===== src/rtl/core/aar_pkg.sv =====
package aar_pkg;

  localparam int CORDIC_STAGES_DEF = 20;
  localparam int CORDIC_STAGES_MAX = 30;
  localparam int QUEUE_DEPTH = 4;

  localparam logic [2:0] REG_AXIS_X   = 3'd0;
  localparam logic [2:0] REG_AXIS_Y   = 3'd1;
  localparam logic [2:0] REG_AXIS_Z   = 3'd2;
  localparam logic [2:0] REG_CENTER_X = 3'd3;
  localparam logic [2:0] REG_CENTER_Y = 3'd4;
  localparam logic [2:0] REG_CENTER_Z = 3'd5;
  localparam logic [2:0] REG_ANGLE    = 3'd6;

  localparam logic signed [33:0] Q30_ONE     = 34'sd1073741824;
  localparam logic signed [33:0] CORDIC_GAIN = 34'sd652032874;
  localparam logic signed [33:0] DEG2RAD_Q32 = 34'sd74961321;
  localparam logic signed [27:0] DEG90       = 28'sd5898240;
  localparam logic signed [27:0] DEG180      = 28'sd11796480;
  localparam logic signed [27:0] DEG360      = 28'sd23592960;

  typedef logic signed [31:0] coord_t;

  typedef struct packed {
    logic [8:0][31:0] m;   // row-major Q2.30 matrix, clamped to +-1.0
    logic             zero;
  } coef_t;

  typedef struct packed {
    logic [2:0][31:0] p;   // point, z y x from msb
    logic [2:0][32:0] d;   // point minus center
  } item_t;

  function automatic logic signed [33:0] atan_q30(input logic [4:0] i);
    logic [31:0] v;
    case (i)
      5'd0:  v = 32'h3243F6A8;
      5'd1:  v = 32'h1DAC6705;
      5'd2:  v = 32'h0FADBAFC;
      5'd3:  v = 32'h07F56EA6;
      5'd4:  v = 32'h03FEAB76;
      5'd5:  v = 32'h01FFD55B;
      5'd6:  v = 32'h00FFFAAA;
      5'd7:  v = 32'h007FFF55;
      5'd8:  v = 32'h003FFFEA;
      5'd9:  v = 32'h001FFFFD;
      5'd10: v = 32'h000FFFFF;
      5'd11: v = 32'h0007FFFF;
      5'd12: v = 32'h0003FFFF;
      5'd13: v = 32'h0001FFFF;
      5'd14: v = 32'h0000FFFF;
      5'd15: v = 32'h00007FFF;
      5'd16: v = 32'h00003FFF;
      5'd17: v = 32'h00001FFF;
      5'd18: v = 32'h00000FFF;
      5'd19: v = 32'h000007FF;
      5'd20: v = 32'h000003FF;
      5'd21: v = 32'h000001FF;
      5'd22: v = 32'h000000FF;
      5'd23: v = 32'h0000007F;
      5'd24: v = 32'h0000003F;
      5'd25: v = 32'h0000001F;
      5'd26: v = 32'h0000000F;
      5'd27: v = 32'h00000008;
      5'd28: v = 32'h00000004;
      5'd29: v = 32'h00000002;
      default: v = 32'h00000000;
    endcase
    return $signed({2'b00, v});
  endfunction

  // arithmetic right shift, rounded half away from zero
  function automatic logic signed [67:0] rnd_shift(input logic signed [67:0] v,
                                                   input int unsigned s);
    logic signed [67:0] half;
    logic signed [67:0] b;
    half = 68'sd1 <<< (s - 1);
    b = v + half - $signed({67'd0, v[67]});
    return b >>> s;
  endfunction

  function automatic logic signed [31:0] clamp1(input logic signed [35:0] v);
    if (v > 36'sd1073741824) return 32'sd1073741824;
    if (v < -36'sd1073741824) return -32'sd1073741824;
    return 32'(v);
  endfunction

endpackage


===== src/rtl/core/aar_queue.sv =====
module aar_queue (
  input  logic           clk,
  input  logic           rst,
  input  logic           push_valid,
  output logic           push_ready,
  input  aar_pkg::item_t push_item,
  output logic           pop_valid,
  input  logic           pop_ready,
  output aar_pkg::item_t pop_item
);
  import aar_pkg::*;

  localparam int PW = $clog2(QUEUE_DEPTH);

  item_t         mem [QUEUE_DEPTH];
  logic [PW-1:0] wptr;
  logic [PW-1:0] rptr;
  logic [PW:0]   count;
  logic          do_push;
  logic          do_pop;

  assign push_ready = (count != (PW+1)'(QUEUE_DEPTH));
  assign pop_valid = (count != '0);
  assign pop_item = mem[rptr];
  assign do_push = push_valid && push_ready;
  assign do_pop = pop_valid && pop_ready;

  always_ff @(posedge clk) begin
    if (do_push) mem[wptr] <= push_item;
  end

  always_ff @(posedge clk) begin
    if (rst) begin
      wptr <= '0;
      rptr <= '0;
      count <= '0;
    end else begin
      if (do_push) wptr <= wptr + 1'b1;
      if (do_pop) rptr <= rptr + 1'b1;
      if (do_push && !do_pop) count <= count + 1'b1;
      else if (do_pop && !do_push) count <= count - 1'b1;
    end
  end

endmodule


===== config.mk =====
export PLATFORM = sky130hd
export DESIGN_NAME = aar_queue
export DESIGN_NICKNAME = d
export VERILOG_FILES = /design/src/rtl/core/aar_pkg.sv /design/src/rtl/core/aar_queue.sv
export SDC_FILE = /design/constraint.sdc
export NUM_CORES = 1
export LEC_CHECK = 0
export BUFFER_PORTS_ARGS = -buffer_cell sky130_fd_sc_hd__buf_2
export CELL_PAD_IN_SITES_DETAIL_PLACEMENT = 2
export CELL_PAD_IN_SITES_GLOBAL_PLACEMENT = 2
export CORE_UTILIZATION = 49
export CTS_CLUSTER_SIZE = 16
export DETAILED_ROUTE_END_ITERATION = 8
export PLACE_DENSITY = 0.85
export SYNTH_ARGS = -nofsm -noshare
export SYNTH_HDL_FRONTEND = slang
export SYNTH_SLANG_ARGS = --single-unit

===== constraint.sdc =====
create_clock -name clk -period 15.2 [get_ports clk]
set_input_delay 1.52 -clock clk [delete_from_list [all_inputs] [get_ports clk]]
set_output_delay 1.52 -clock clk [all_outputs]
set_load 0.005 [all_outputs]

==> run metrics, run 1 <==
Seq cells post-synth=a little under 800; num rows=88; synth top area cells=edfxtp_1 82%, mux4_2 15%, buf_6 0.71%; Gate Count Post-Synth=approximately 1,100; die width=about 240 um; register area share after synthesis=82.5%; synth unique cells=22; Mapped Area=28,600 sq um; PortBufs=395; Post-Synthesis Net Count=between 1,000 and 1,500; initial core utilization=49.6%; share of the synthesized area in the top cell type=81.9%; Detailed Place HPWL=a little over 50,000 um; Synth area leader=edfxtp_1; GPL Wtd Cong=roughly 0.74; Yosys Warn Count=0; last stage reached=detailed placement (3_5_place_dp); IO Pins=396; Die H=around 240 um; First Err=[ERROR DPL-0033] detailed placement checks failed during check placement.; mean post-synth cell area=between 20 and 30 sq um; status=stopped before the end
==> metrics by stage <==
stage / worst slack [ns] / std cells / hold WS, ns / cell area, sq um
after global placement: 10.18 / 2201 / 0.503 / 31400
after floorplan: 8.35 / 1067 / 0.482 / 28600
==> cells in the mapped netlist <==
| master | count |
|---|---|
| nand2b_1 | 2 |
| nor2_1 | 8 |
| nand2_1 | 1 |
| a21oi_1 | 1 |
| mux4_2 | 195 |
| inv_1 | 3 |
| o311ai_0 | 1 |
| o31ai_1 | 1 |
| dfxtp_1 | 9 |
| xor2_1 | 4 |
| fa_1 | 1 |
| buf_2 | 21 |
| buf_6 | 18 |
| a21boi_2 | 1 |
| ha_1 | 5 |
| edfxtp_1 | 780 |
| o21ai_0 | 1 |
| mux2_2 | 1 |
| or3_1 | 2 |
| mux2i_1 | 2 |
| and2_1 | 4 |
| clkbuf_1 | 6 |
==> cells by family after synthesis <==
logic type	share of synthesized area, %
DFF	82.5
muxes	15.5
buffers and inverters	1.19
and+or+nand+nor	0.293
adders and majority gates	0.289
AOI/OAI and AO/OA	0.131
xor gates and xnor gates	0.122
==> run 2: changes to the inputs <==
==> config.mk (replaced) <==
export PLATFORM = sky130hd
export DESIGN_NAME = aar_queue
export DESIGN_NICKNAME = d
export VERILOG_FILES = /design/src/rtl/core/aar_pkg.sv /design/src/rtl/core/aar_queue.sv
export SDC_FILE = /design/constraint.sdc
export NUM_CORES = 1
export LEC_CHECK = 0
export BUFFER_PORTS_ARGS = -buffer_cell sky130_fd_sc_hd__buf_2
export CORE_UTILIZATION = 40
export DETAILED_ROUTE_END_ITERATION = 8
export PLACE_DENSITY_LB_ADDON = 0.15
export SYNTH_ARGS = -nofsm -noshare
export SYNTH_HDL_FRONTEND = slang
export SYNTH_SLANG_ARGS = --single-unit
==> run 2 against run 1 <==
Net effect:
- the flow now finishes without violations
- synthesized cell count is the same
- synthesized area is the same
==> run metrics, run 2 <==
slew margin rel.=between 20 and 30%; max reg flops=780; Hold Buf Count CTS=0; first-pass GRT wire length=just under 90,000 um; Hold Crit Depth=2; initial antenna violation count=15; Longest Clk Path Bufs=3; Hold Crit Class=register to register; Max Fclk=between 0.15 and 0.2 GHz; Most flops, register=mem; mean post-synth cell area=26.8 sq um (unchanged); final setup TNS=0 ns; vias after detailed routing=about 13,000; num rows=97 (+10%); synth unique cells=22 (unchanged); Core Box Area=about 70,000 sq um; Tmin final=5.53 ns; total iterations of the first detailed-routing run=4; Max Slew Vio Count=0; Gate Count Post-Synth=1,067 (unchanged); PortBufs=395 (unchanged); fin nets=about 1,700; Post-synth EDFFs=780 (unchanged); status=finished, final reports clean; worst-margin pin slew=about 1.1 ns; Residual DRC=0; Overall Power=5.79 mW; Setup WS post-layout=a little under 10 ns; IO Pins=396 (unchanged); Final Hold Fails=0; largest net degree at the start of global routing=around 150; Largest regs=mem (780), count (3); GPL Wtd Cong=0.727 (-2.0%); # fillers=around 5,800; CTS tree=done; dpl ws=about 10 ns; share of the synthesized area in the top cell type=81.9% (unchanged); layout cells sized above 1=45.5%; die area=between 70,000 and 80,000 sq um; WS Path Type=register to output pin; DR WL met2=just under 30,000 um; Die H=269 um (+11%); peak supply drop=just under 0.1 mV; post-CTS sizing=0; count leader, synth=edfxtp_1; Clock Skew=0.0186 ns; Detailed Place HPWL=34,000 um (-34%); crit path max fanout=45; synth top area cells=edfxtp_1 82%, mux4_2 15%, buf_6 0.71%; Skew-Pair Late Insertion Delay=~0.61 ns; register area share after synthesis=82.5% (unchanged); asr flop ratio synth=0% (unchanged); RSZ-0062 raised after global routing=no; Inserted Clock Buffers=83; Mapped Area=28,600 sq um (unchanged); vias per cell=5.10; multi-input combinational cell area=around 4700 sq um; Max Used Layer=met5; reg2reg path depth=4; commonest non-fill, non-tap cell in the layout=edfxtp_1; met1 WL=between 20,000 and 25,000 um; Main synth FF type=edfxtp_1; final setup fails=0; Detail Route Antenna Nets=0; Yosys Warn Count=0 (unchanged); synth cell count leaders=780 x edfxtp_1, 195 x mux4_2, 21 x buf_2; most frequent cells in the layout=780 x edfxtp_1, 395 x buf_2, 195 x mux4_2, 85 x clkbuf_16, 23 x clkbuf_1; routed len/inst=~23 um; Leakage=roughly 11 nW; Setup crit start kind=register; Synth-to-Final Area Change=19.3%; Synth area leader=edfxtp_1; Clk pin slew, worst setup/hold paths=approximately 0.050 ns; H-tree depth=3; initial core utilization=40.6% (-8.9 points); Clock Sinks=roughly 800; Final Util=between 40 and 50%; post-route clock period utilization=between 30% and 40%; root buffer cell=clkbuf_16; Iteration-0 DRC Markers=roughly 750; WP data arrival=between 4 and 5 ns; CP Data Required Time=roughly 14 ns; Post-Synthesis Net Count=1,272 (unchanged); Overall Global Routing Usage=about 16%; sequential cell area=roughly 24,000 sq um; vias in the first global route=about 14,000; Setup crit end kind=output pin; gr ovfl total=0; max_cap viols=0; Total Wirelength=58,800 um; die width=269 um (+11%); post-CTS setup buffers=0; Seq cells post-synth=789 (unchanged); wire length on met3=approximately 3900 um; PwrDens=approximately 170 nW/um^2
[run 2: power breakdown]
part / internal, mW / switching, mW
clock: 1.09 / 0.792
combinational: 0.590 / 0.589
sequential: 2.64 / 0.0819
total: 4.33 / 1.46
[run 2: final timing paths]
check | slack [ns] | endpoint | from
max | 9.67 | pop_item[17] | register
min | 0.52 | wptr[1] | wptr[1]
max reg2reg | 12.07 | mem[2][51] | count[0]
min reg2reg | 0.52 | wptr[1] | wptr[1]
[run 2: layout make-up]
type	count	share of cell area, %
antenna	6	0.0440
clock buffer	108	6.49
clock inverter	41	0.888
inverter	3	0.0330
multi-input combinational	230	13.7
sequential	789	69.2
tap	940	3.45
timing repair buffer	410	6.20
[run 2: cells by family (layout without fill, tap and decap cells)]
| group | count (synthesis) | after routing | share of synthesized area (%) |
|---|---|---|---|
| flops | 789 | 789 | 82.5 |
| mux | 198 | 198 | 15.5 |
| buf+inv | 48 | 562 | 1.19 |
| simple gates | 17 | 17 | 0.293 |
| fa+ha+maj | 6 | 6 | 0.289 |
| compound gates | 5 | 5 | 0.131 |
| xor+xnor | 4 | 4 | 0.122 |
| other cells | 0 | 6 | 0 |
[run 2: metrics by stage]
stage | cells | area (sq um) | hold slack, ns
global route | 2522 | 34100 | 0.564
global placement | 2372 | 31600 | 0.501
floorplan | 1067 | 28600 | 0.482
detailed placement | 2372 | 31600 | 0.512
CTS | 2521 | 34100 | 0.522
finish | 2527 | 34100 | 0.522
[run 2: per-layer routing]
metal	track usage, %	up-vias
li1	-	5555
met1	21.2	6896
met5	0	-
met3	4.79	112
met2	26.3	316
met4	5.13	16
[run 2: worst max-delay path, cell delays in order, from the launching register on]
cell and delay, ns:
dfxtp_4 0.87, buf_4 0.78, buf_4 0.84, mux4_2 0.63
buf_2 0.15
No activity file was read; power rests on OpenSTA's default activity.
